### config.mk
export PLATFORM = sky130hd
export DESIGN_NAME = ansi_escape_stripper
export DESIGN_NICKNAME = d
export VERILOG_FILES = /design/src/sv/aes_pkg.sv /design/src/sv/aes_parser.sv /design/src/sv/ansi_escape_stripper.sv
export SDC_FILE = /design/constraint.sdc
export NUM_CORES = 1
export LEC_CHECK = 0
export BUFFER_PORTS_ARGS = -buffer_cell sky130_fd_sc_hd__buf_2
export CAP_MARGIN = 5
export CORE_MARGIN = 2
export CORE_UTILIZATION = 45
export CTS_CLUSTER_SIZE = 14
export DETAILED_ROUTE_END_ITERATION = 12
export PLACE_DENSITY_LB_ADDON = 0.12
export SYNTH_ARGS = -nofsm -noshare
export SYNTH_HDL_FRONTEND = slang
export SYNTH_HIERARCHICAL = 1
export SYNTH_SLANG_ARGS = --single-unit
### constraint.sdc
create_clock -name aclk -period 5.7 [get_ports aclk]
set_clock_uncertainty 0.15 [all_clocks]
set_input_delay 1.425 -clock aclk [delete_from_list [all_inputs] [get_ports aclk]]
set_output_delay 1.425 -clock aclk [all_outputs]
set_load 0.02 [all_outputs]
### src/sv/aes_pkg.sv
package aes_pkg;

    localparam int ByteW = 8;

    localparam logic [ByteW-1:0] BYTE_BEL   = 8'h07;
    localparam logic [ByteW-1:0] BYTE_ESC   = 8'h1B;
    localparam logic [ByteW-1:0] BYTE_ST    = 8'h9C;
    localparam logic [ByteW-1:0] BYTE_CSI   = 8'h9B;
    localparam logic [ByteW-1:0] BYTE_DCS   = 8'h90;
    localparam logic [ByteW-1:0] BYTE_OSC   = 8'h9D;
    localparam logic [ByteW-1:0] CHAR_LBRK  = 8'h5B;
    localparam logic [ByteW-1:0] CHAR_RBRK  = 8'h5D;
    localparam logic [ByteW-1:0] CHAR_SEVEN = 8'h37;
    localparam logic [ByteW-1:0] CHAR_EIGHT = 8'h38;
    localparam logic [ByteW-1:0] CHAR_P     = 8'h50;
    localparam logic [ByteW-1:0] CHAR_X     = 8'h58;
    localparam logic [ByteW-1:0] CHAR_CARET = 8'h5E;
    localparam logic [ByteW-1:0] CHAR_UNDER = 8'h5F;
    localparam logic [ByteW-1:0] CHAR_TILDE = 8'h7E;
    localparam logic [ByteW-1:0] CHAR_UC_A  = 8'h41;
    localparam logic [ByteW-1:0] CHAR_UC_Z  = 8'h5A;
    localparam logic [ByteW-1:0] CHAR_LC_A  = 8'h61;
    localparam logic [ByteW-1:0] CHAR_LC_Z  = 8'h7A;

    typedef struct packed {
        logic emit;
    } parse_status_t;

endpackage

### src/sv/aes_parser.sv
module aes_parser
    import aes_pkg::*;
(
    input  logic             aclk,
    input  logic             aresetn,
    input  logic             step,
    input  logic [ByteW-1:0] byte_in,
    output parse_status_t    status
);

    typedef enum logic [2:0] {
        MODE_NORMAL = 3'd0,
        MODE_ESCAPE = 3'd1,
        MODE_CSI    = 3'd2,
        MODE_CURSOR = 3'd3,
        MODE_STRING = 3'd4
    } mode_t;

    mode_t mode_reg, mode_next;
    logic  echo_on_reg, echo_on_next;
    logic  is_final;
    logic  opens_string;
    logic  emit;

    always_comb begin
        is_final = ((byte_in >= CHAR_UC_A) && (byte_in <= CHAR_UC_Z)) ||
                   ((byte_in >= CHAR_LC_A) && (byte_in <= CHAR_LC_Z)) ||
                   (byte_in == CHAR_TILDE);
        opens_string = (byte_in == CHAR_P) || (byte_in == BYTE_DCS) ||
                       (byte_in == CHAR_RBRK) || (byte_in == BYTE_OSC) ||
                       (byte_in == CHAR_X) || (byte_in == CHAR_CARET) ||
                       (byte_in == CHAR_UNDER);
    end

    always_comb begin
        mode_next    = mode_reg;
        echo_on_next = echo_on_reg;
        emit         = 1'b0;
        case (mode_reg)
            MODE_ESCAPE: begin
                if ((byte_in == CHAR_LBRK) || (byte_in == BYTE_CSI)) begin
                    mode_next = MODE_CSI;
                end else if ((byte_in == CHAR_SEVEN) || (byte_in == CHAR_EIGHT)) begin
                    mode_next = MODE_CURSOR;
                end else if (opens_string) begin
                    mode_next    = MODE_STRING;
                    echo_on_next = 1'b0;
                end else begin
                    mode_next = MODE_NORMAL;
                end
            end
            MODE_CSI: begin
                if (is_final) begin
                    mode_next = MODE_NORMAL;
                end
            end
            MODE_CURSOR: begin
                mode_next = MODE_NORMAL;
            end
            MODE_STRING: begin
                if (byte_in == BYTE_ST) begin
                    mode_next = MODE_NORMAL;
                end
            end
            default: begin
                mode_next = MODE_NORMAL;
                if (byte_in == BYTE_BEL) begin
                    emit = 1'b0;
                end else if ((byte_in == BYTE_ST) && !echo_on_reg) begin
                    echo_on_next = 1'b1;
                end else if (byte_in == BYTE_ESC) begin
                    mode_next = MODE_ESCAPE;
                end else begin
                    emit = echo_on_reg;
                end
            end
        endcase
    end

    always_ff @(posedge aclk) begin
        if (!aresetn) begin
            mode_reg    <= MODE_NORMAL;
            echo_on_reg <= 1'b1;
        end else if (step) begin
            mode_reg    <= mode_next;
            echo_on_reg <= echo_on_next;
        end
    end

    assign status.emit = emit;

    a_string_mutes: assert property (@(posedge aclk) disable iff (!aresetn)
        (mode_reg == MODE_STRING) |-> !echo_on_reg)
        else $error("echo is on inside a string sequence");

    a_esc_enters_escape: assert property (@(posedge aclk) disable iff (!aresetn)
        (step && (mode_reg == MODE_NORMAL) && (byte_in == BYTE_ESC))
        |=> (mode_reg == MODE_ESCAPE))
        else $error("ESC in normal mode did not enter the escape state");

    a_emit_only_normal: assert property (@(posedge aclk) disable iff (!aresetn)
        emit |-> ((mode_reg == MODE_NORMAL) && echo_on_reg))
        else $error("text emitted outside normal mode or with echo off");

endmodule

### src/sv/ansi_escape_stripper.sv
// Byte-stream filter that removes terminal control sequences and passes plain
// text. Each request carries one byte; a byte produces zero or one result.
// The block accepts one byte per cycle unless a printable byte waits on a
// stalled output: a byte is registered on input, decoded by the parser state
// machine in the next cycle, and a printable result is registered on output.
// When the output is stalled, bytes that produce no result still drain.
module ansi_escape_stripper
    import aes_pkg::*;
(
    input  logic             aclk,
    input  logic             aresetn,
    input  logic             s_tvalid,
    output logic             s_tready,
    input  logic [ByteW-1:0] s_tdata,   // [7:0] in_byte
    output logic             m_tvalid,
    input  logic             m_tready,
    output logic [ByteW-1:0] m_tdata    // [7:0] text_byte
);

    logic             in_valid_reg;
    logic [ByteW-1:0] in_byte_reg;
    logic             out_valid_reg;
    logic [ByteW-1:0] out_byte_reg;
    logic             out_free;
    logic             advance;
    parse_status_t    status;

    aes_parser u_parser (
        .aclk    (aclk),
        .aresetn (aresetn),
        .step    (advance),
        .byte_in (in_byte_reg),
        .status  (status)
    );

    assign out_free = !out_valid_reg || m_tready;
    assign advance  = in_valid_reg && (!status.emit || out_free);
    assign s_tready = !in_valid_reg || advance;

    always_ff @(posedge aclk) begin
        if (!aresetn) begin
            in_valid_reg <= 1'b0;
        end else if (s_tready) begin
            in_valid_reg <= s_tvalid;
        end
    end

    always_ff @(posedge aclk) begin
        if (s_tready && s_tvalid) begin
            in_byte_reg <= s_tdata;
        end
    end

    always_ff @(posedge aclk) begin
        if (!aresetn) begin
            out_valid_reg <= 1'b0;
        end else if (out_free) begin
            out_valid_reg <= advance && status.emit;
        end
    end

    always_ff @(posedge aclk) begin
        if (advance && status.emit) begin
            out_byte_reg <= in_byte_reg;
        end
    end

    assign m_tvalid = out_valid_reg;
    assign m_tdata  = out_byte_reg;

    a_hold_stalled: assert property (@(posedge aclk) disable iff (!aresetn)
        (in_valid_reg && !advance) |=> (in_valid_reg && $stable(in_byte_reg)))
        else $error("stalled input byte was lost or changed");

    a_emit_loads_out: assert property (@(posedge aclk) disable iff (!aresetn)
        (advance && status.emit) |=> (out_valid_reg && (out_byte_reg == $past(in_byte_reg))))
        else $error("emitted byte did not reach the output register");

    a_stall_needs_full_out: assert property (@(posedge aclk) disable iff (!aresetn)
        !s_tready |-> (in_valid_reg && out_valid_reg && !m_tready))
        else $error("input stalled while the output could move");

endmodule
==> results.sh, run 1 <==
export IMPL_fin_crit_ps=3460
export IMPL_hold_slack_ps=383
export IMPL_clock_latency_ps=300
export IMPL_hp_class="reg -> reg"
export IMPL_cts_repair_resized=0
export IMPL_rsz0062_at_grt="no"
export IMPL_antenna_found_initial=0
export IMPL_synth_area_sq_um=1070
export IMPL_cts_tree="yes"
export IMPL_place_area_sq_um=1190
export IMPL_io_buffers=21
export IMPL_power_density_nw_per_um2=234
export IMPL_setup_viol=0
export IMPL_syn_inst=91
export IMPL_row_count=17
export IMPL_synth_edf_count=16
export IMPL_required_ps=4120
export IMPL_drtPass1Iterations=4
export IMPL_drc=0
export IMPL_htreeDepth=1
export IMPL_cts_root_buf="clkbuf_4"
export IMPL_max_freq_mhz=289
export IMPL_clock_path_buffers=2
export IMPL_drive_gt1_frac=0.243
export IMPL_wl_mm=1.85
export IMPL_status="complete, no violations"
export IMPL_nNetsFinal=128
export IMPL_synthSimpleGateAreaFrac=0.265
export IMPL_cp_start_kind="input port"
export IMPL_p_leak_nw=0.475
export IMPL_r2r_setup_slack_ps=3300
export IMPL_cp_endpoint="s_tready"
export IMPL_min_from="m_tvalid"
export IMPL_drt_iter0_drc=16
export IMPL_grt_ovfl_total=0
export IMPL_die_y_microns=52.7
export IMPL_tns_ps=0
export IMPL_ant_nets=0
export IMPL_synth_top_cell_by_area="edfxtp_1"
export IMPL_synthAdderAreaFrac=0
export IMPL_place_gp_congestion=0.824
export IMPL_synth_top_cell_area_share=0.451
export IMPL_avgViaCountPerCell=5.63
export IMPL_ys_warn_count=6
export IMPL_wl_per_cell_microns=12.9
export IMPL_finalHoldViolCount=0
export IMPL_worst_r2r_path_depth=5
export IMPL_tightest_slew_ps=696
export IMPL_fin_area_sq_um=1220
export IMPL_slew_headroom=0.534
export IMPL_synth_seq_cells=22
export IMPL_fin_total_pwr_w=0.000286
export IMPL_synth_top_family_by_area="simple AND/OR/NAND/NOR gates"
export IMPL_yosysSeqAreaShare=0.563
export IMPL_coreArea_sq_um=2230
export IMPL_final_core_util=0.547
export IMPL_vias=805
export IMPL_synth_area_top_cells="edfxtp_1 (45%), dfxtp_1 (11%), nand2b_1 (2.9%), nor2_1 (2.5%), nand3_1 (2.3%)"
export IMPL_arrival_ps=1890
export IMPL_initial_utilization=0.477
export IMPL_track_usage=0.160
export IMPL_synth_nets=103
export IMPL_die_area_sq_um=2770
export IMPL_grt_max_degree=13
export IMPL_crit_path_end_kind="output pin"
export IMPL_ir_worst_vdd_mv=0.156
export IMPL_dp_hpwl_mm=1.32
export IMPL_synth_compound_area_frac=0.140
export IMPL_yosys_area_share_xor_xnor=0.00822
export IMPL_synthFlopType="edfxtp_1"
export IMPL_cts_made_buffers=3
export IMPL_synth_area_per_cell_sq_um=11.7
export IMPL_grt_pass1_wl_mm=3.12
export IMPL_antenna_cells=0
export IMPL_synthMuxAreaShare=0.00939
export IMPL_finalCritPeriodShare=0.607
export IMPL_path_max_fanout=3
export IMPL_grt_pass1_vias=709
export IMPL_synthArstFlopShare=0
export IMPL_cts_sinks=22
export IMPL_worstSetupStartpoint="m_tready"
export IMPL_path_clk_slew_ps=120
export IMPL_synth_distinct_cells=39
export IMPL_die_w_microns=52.7
export IMPL_cts_setup_buffers=0
export IMPL_maxSlewViolCount=0
export IMPL_syn2layout_area_growth_pct=14.6
export IMPL_rr_endpoint="m_tdata[2]"
export IMPL_cts_hold_buf=0
export IMPL_crit_type="in -> out"
export IMPL_regToRegStartpoint="in_byte_reg[3]"
export IMPL_boundaryPins=22
export IMPL_cap_violations=0
final cells by class:
cell class / instances / area (sq um)
Fill cell: 204 / 1010
Sequential cell: 22 / 601
Multi-Input combinational cell: 67 / 450
Timing Repair Buffer: 21 / 105
Tap cell: 28 / 35.0
Clock buffer: 3 / 22.5
Clock inverter: 1 / 3.75
Inverter: 1 / 3.75
placed cells by master (no fill, tap or decap), types with 2 or more instances in the layout:
cell        n
a21boi_1    3
a21oi_1     3
a31oi_1     2
and2_1      3
buf_2      21
clkbuf_4    3
dfxtp_1     6
edfxtp_1   16
nand2_1     6
nand2b_1    5
nand3_1     5
nor2_1      7
nor3_1      3
o2111ai_1   2
o21ai_0     2
o22ai_1     3
how the worst min path moves through the flow:
| stage | end | depth (start not counted) |
|---|---|---|
| 2_1_floorplan | m_tdata[2] | 0 |
| 3_3_place_gp | m_tvalid | 2 |
| 3_5_place_dp | m_tvalid | 2 |
| 4_1_cts | m_tvalid | 2 |
| 5_1_grt | m_tvalid | 2 |
| 6_report | m_tvalid | 2 |
power breakdown:
group          total [W]  internal (W)  switching [W]
clock          0.0000701     0.0000255      0.0000446
sequential      0.000188      0.000180     0.00000855
combinational  0.0000278     0.0000122      0.0000156
total           0.000286      0.000217      0.0000687
routing by layer:
layer  vias up  global-route usage  part of all wire
met4         0               0.103             0.019
met3         4              0.0343             0.052
met1       359               0.206              0.47
li1        407                   -                 -
met2        35               0.242              0.46
met5         -                   0                 0
cells by family after synthesis:
group,Yosys count
buf+inv,2
mux,1
xor+xnor,1
simple gates,44
flops,22
compound gates,21
Yosys cell counts, types with 2 or more instances:
cell type	n
and2_1	3
o21ai_0	2
a21boi_1	3
dfxtp_1	6
nor3_1	3
o22ai_1	3
nand2b_1	5
o2111ai_1	2
nand2_1	6
a21oi_1	3
a31oi_1	2
nand3_1	5
nor2_1	7
edfxtp_1	16
worst max-delay path: stages:
cell and delay [ps]:
buf_2 110, nand4b_4 170, buf_2 190
per-stage QoR:
step	std cells	setup WS, ps
detailed placement	139	2240
global route	143	2130
floorplan	91	2500
finish	143	2240
global placement	139	2250
CTS	143	2240
Power figures use the tool's default switching activity.
==> inputs of run 2 (changes only) <==
==> constraint.sdc (replaced) <==
create_clock -name aclk -period 3.6 [get_ports aclk]
set_clock_uncertainty 0.15 [all_clocks]
set_input_delay 0.9 -clock aclk [delete_from_list [all_inputs] [get_ports aclk]]
set_output_delay 0.9 -clock aclk [all_outputs]
set_load 0.02 [all_outputs]
==> run 2 against run 1 <==
  * Non-clock buffer count unchanged
  * Via count down 0.62%
  * Power increased by 85%
  * Cell area up 2.2%
  * Flip-flop and latch count stayed put
  * Clock-buffer cell count unchanged
  * Core utilization grew 1.2 points
  * Combinational power is 59% higher
  * Highest routed layer unchanged
==> results.sh, run 2 (same netlist as run 1, synthesis figures left out) <==
export IMPL_status="complete, no violations"
export IMPL_slew_headroom=0.533
export IMPL_syn2layout_area_growth_pct=17.0
export IMPL_antenna_found_initial=0
export IMPL_vias=800
export IMPL_rsz0062_at_grt="no"
export IMPL_wl_per_cell_microns=12.6
export IMPL_antenna_cells=0
export IMPL_ir_worst_vdd_mv=0.304
export IMPL_avgViaCountPerCell=5.59
export IMPL_finalHoldViolCount=0
export IMPL_grt_max_degree=14
export IMPL_p_comb_frac=0.084
export IMPL_slowest_delay_ps=360
export IMPL_path_max_fanout=5
export IMPL_htreeDepth=1
export IMPL_max_freq_mhz=353
export IMPL_power_share_sequential=0.562
export IMPL_cts_made_buffers=3
export IMPL_place_gp_congestion=0.853
export IMPL_die_w_microns=52.7
export IMPL_final_cell_mix="buf_2 (21), edfxtp_1 (16), nor2_1 (7), nand2_1 (6), dfxtp_1 (6)"
export IMPL_cts_setup_buffers=0
export IMPL_nFillCells=203
export IMPL_p_leak_nw=0.488
export IMPL_worstPathCellList="nor2_1, xor2_1, nand2_1, a21oi_1, nand4b_4, buf_2"
export IMPL_io_buffers=21
export IMPL_netSwitchingPower_w=0.000113
export IMPL_grt_pass1_vias=703
export IMPL_hold_slack_ps=384
export IMPL_initial_utilization=0.477
export IMPL_cts_tree="yes"
export IMPL_multi_input_area_sq_um=450
export IMPL_coreArea_sq_um=2230
export IMPL_cts_hold_buf=0
export IMPL_regArea_sq_um=601
export IMPL_dp_hpwl_mm=1.31
export IMPL_nNetsFinal=128
export IMPL_sw_frac_of_total=0.214
export IMPL_wl_mm=1.81
export IMPL_drc=0
export IMPL_grt_ovfl_total=0
export IMPL_cp_start_kind="register"
export IMPL_cpMaxStageDelayCell="dfxtp_1"
export IMPL_arrival_ps=1780
export IMPL_track_usage=0.161
export IMPL_die_y_microns=52.7
export IMPL_tightest_slew_ps=698
export IMPL_die_area_sq_um=2770
export IMPL_clock_path_buffers=2
export IMPL_final_common_cell="buf_2"
export IMPL_r2r_setup_slack_ps=1260
export IMPL_final_core_util=0.559
export IMPL_crit_path_end_kind="output pin"
export IMPL_maxSlewViolCount=0
export IMPL_power_density_nw_per_um2=425
export IMPL_hp_class="reg -> reg"
export IMPL_path_clk_slew_ps=120
export IMPL_fin_crit_ps=2830
export IMPL_drtPass1Iterations=4
export IMPL_crit_type="reg -> out"
export IMPL_intPower_w=0.000416
export IMPL_drive_gt1_frac=0.252
export IMPL_boundaryPins=22
export IMPL_cts_repair_resized=0
export IMPL_cts_root_buf="clkbuf_4"
export IMPL_row_count=17
export IMPL_drt_iter0_drc=23
export IMPL_cap_violations=0
export IMPL_grt_pass1_wl_mm=3.14
export IMPL_clock_latency_ps=300
export IMPL_required_ps=2550
export IMPL_p_clk_frac=0.355
export IMPL_ant_nets=0
export IMPL_cts_sinks=22
export IMPL_tns_ps=0
export IMPL_finalCritPeriodShare=0.786
export IMPL_setup_viol=0
==> run 2: cell count changes in the layout (fill, tap and decap cells not counted), sizes merged <==
cell and change:
bufinv +1, clkinv -1
==> run 2: final cells by class <==
cell class | instances | area share
clock inverters | 1 | 0.0241
clock buffers | 3 | 0.0181
multi-input cells | 67 | 0.361
flip-flops and latches | 22 | 0.481
well taps | 28 | 0.0281
inverters | 1 | 0.00301
repair buffers | 21 | 0.0843
==> run 2: routing by layer <==
| layer | global-route usage | share of wire | up-vias |
|---|---|---|---|
| li1 | - | - | 403 |
| met3 | 0.0343 | 0.063 | 2 |
| met5 | 0 | 0 | - |
| met4 | 0.0812 | 0.014 | 0 |
| met1 | 0.230 | 0.48 | 366 |
| met2 | 0.229 | 0.44 | 29 |
==> run 2: power by group through the flow <==
stage | Clock, W | Sequential [W] | Combinational (W)
after floorplan | 0 | 0.000306 | 0.0000248
after global placement | 0 | 0.000303 | 0.0000443
after detailed placement | 0 | 0.000303 | 0.0000441
after CTS | 0.000194 | 0.000298 | 0.0000443
after global routing | 0.000204 | 0.000300 | 0.0000496
final | 0.000188 | 0.000298 | 0.0000442
==> run 2: path summary, 6_finish.rpt <==
path / from / endpoint / cells past startpoint
setup / recovery: u_parser/mode_reg[0] / s_tready / 6
hold / removal: m_tvalid / m_tvalid / 2
setup reg to reg: u_parser/mode_reg[0] / m_tdata[2] / 6
hold reg to reg: m_tvalid / m_tvalid / 2
==> run 2: worst max-delay path: cells and delay by family, from the launching register on <==
kind,cells,cell delay [ps]
flip-flops,1,360
AND/OR/NAND/NOR,3,400
XOR/XNOR,1,250
buffers and inverters,1,180
AO/OA/AOI/OAI,1,290
==> run 2: through the flow <==
stage | std cells | setup WS, ps | power [W] | instance area, sq um
after CTS | 143 | 756 | 0.000535 | 1250
after detailed placement | 139 | 1110 | 0.000347 | 1190
after global placement | 139 | 1140 | 0.000347 | 1190
final | 143 | 770 | 0.000530 | 1250
after global routing | 143 | 583 | 0.000554 | 1250
after floorplan | 91 | 1350 | 0.000330 | 1070
==> inputs of run 3 (changes only) <==
==> constraint.sdc (replaced) <==
create_clock -name aclk -period 3 [get_ports aclk]
set_clock_uncertainty 0.15 [all_clocks]
set_input_delay 0.75 -clock aclk [delete_from_list [all_inputs] [get_ports aclk]]
set_output_delay 0.75 -clock aclk [all_outputs]
set_load 0.02 [all_outputs]
==> run 3 against run 2 <==
  * Flip-flop and latch count unchanged
  * Via count up 2.5%
  * Critical path depth did not move
  * First-iteration DRC count is 26% higher
  * Power grew 2.8%
  * Sequential power rose by 20%
  * Critical path type unchanged
==> results.sh, run 3 (same netlist as run 1, synthesis figures left out) <==
export IMPL_status="complete, no violations"
export IMPL_cts_sinks=22
export IMPL_die_y_microns=52.7
export IMPL_drc=0
export IMPL_io_buffers=21
export IMPL_cap_violations=0
export IMPL_path_clk_slew_ps=120
export IMPL_cts_root_buf="clkbuf_4"
export IMPL_setup_viol=0
export IMPL_power_density_nw_per_um2=443
export IMPL_row_count=17
export IMPL_slowest_delay_ps=360
export IMPL_hp_class="reg -> reg"
export IMPL_grt_pass1_wl_mm=3.42
export IMPL_path_max_fanout=5
export IMPL_avgViaCountPerCell=5.69
export IMPL_wl_mm=1.88
export IMPL_dp_cells=140
export IMPL_vias=820
export IMPL_htreeDepth=1
export IMPL_arrival_ps=1890
export IMPL_place_gp_congestion=0.838
export IMPL_grt_max_degree=13
export IMPL_worstPathCellList="nor2_1, xor2_1, nand2_1, a21oi_1, nand4b_4, buf_2"
export IMPL_pre_cts_ws_ps=617
export IMPL_final_cell_mix="buf_2 (21), edfxtp_1 (16), nor2_1 (7), nand2_1 (6), dfxtp_1 (6)"
export IMPL_wl_per_cell_microns=13.1
export IMPL_crit_type="reg -> out"
export IMPL_maxSlewViolCount=0
export IMPL_final_common_cell="buf_2"
export IMPL_fin_total_pwr_w=0.000544
export IMPL_grt_ovfl_total=0
export IMPL_clock_path_buffers=2
export IMPL_slew_headroom=0.692
export IMPL_cpMaxStageDelayCell="dfxtp_1"
export IMPL_ir_worst_vdd_mv=0.357
export IMPL_syn2layout_area_growth_pct=15.3
export IMPL_tns_ps=0
export IMPL_fin_ws_ps=206
export IMPL_cts_made_buffers=3
export IMPL_grt_pass1_vias=761
export IMPL_cts_repair_resized=0
export IMPL_cts_tree="yes"
export IMPL_fin_crit_ps=2790
export IMPL_required_ps=2100
export IMPL_drive_gt1_frac=0.250
export IMPL_cts_hold_buf=0
export IMPL_cts_setup_buffers=0
export IMPL_finalHoldViolCount=0
export IMPL_initial_utilization=0.477
export IMPL_ant_nets=0
export IMPL_die_w_microns=52.7
export IMPL_p_leak_nw=0.480
export IMPL_drtPass1Iterations=5
export IMPL_clock_latency_ps=300
export IMPL_cp_start_kind="register"
export IMPL_antenna_found_initial=0
export IMPL_nNetsFinal=129
export IMPL_drt_iter0_drc=29
export IMPL_finalCritPeriodShare=0.931
export IMPL_dp_hpwl_mm=1.33
export IMPL_coreArea_sq_um=2230
export IMPL_antenna_cells=0
export IMPL_tightest_slew_ps=456
export IMPL_max_freq_mhz=358
export IMPL_boundaryPins=22
export IMPL_stdcell_count=144
export IMPL_hold_slack_ps=380
export IMPL_track_usage=0.174
export IMPL_die_area_sq_um=2770
export IMPL_crit_path_end_kind="output pin"
export IMPL_rsz0062_at_grt="no"
==> run 3: cell types whose count changed in the layout (fill, tap and decap cells not counted), sizes merged <==
cell    before  now
bufinv       1    0
clkinv       0    1
buf         21   22
==> run 3: worst paths after layout <==
path | from | endpoint | slack (ps) | depth (start not counted)
max | u_parser/mode_reg[0] | s_tready | 210 | 6
min | m_tvalid | m_tvalid | 380 | 2
max reg2reg | in_byte_reg[7] | u_parser/mode_reg[0] | 690 | 6
min reg2reg | m_tvalid | m_tvalid | 380 | 2
==> run 3: stage by stage <==
step           utilization  cell area, sq um
5_1_grt              0.550              1230
3_3_place_gp         0.538              1200
3_5_place_dp         0.538              1200
6_report             0.550              1230
2_1_floorplan            -              1070
4_1_cts              0.550              1230
==> run 3: worst max-delay path, delay by kind of cell, from the launching register on <==
family	cells	cell delay, ps
AND/OR/NAND/NOR	3	430
flip-flops	1	360
AO/OA/AOI/OAI	1	320
XOR/XNOR	1	290
buffers and inverters	1	180
==> run 3: cell type report <==
cell class	count	area, sq um
clock buffers	3	22.5
clock inverters	1	3.75
fillers	213	1000
inverters	1	3.75
multi-input cells	67	450
flip-flops and latches	22	601
well taps	28	35.0
repair buffers	22	113
==> run 3: power by group <==
group          switching, W  internal [W]   total, W
logic             0.0000300     0.0000243  0.0000543
registers         0.0000161      0.000341   0.000357
clock network     0.0000843     0.0000485   0.000133
==> run 3: routing by layer <==
layer,global-route usage,vias to the layer above,share of wire
li1,-,407,-
met1,0.234,363,0.45
met2,0.267,44,0.45
met3,0.0343,6,0.080
met4,0.0812,0,0.020
met5,0,-,0
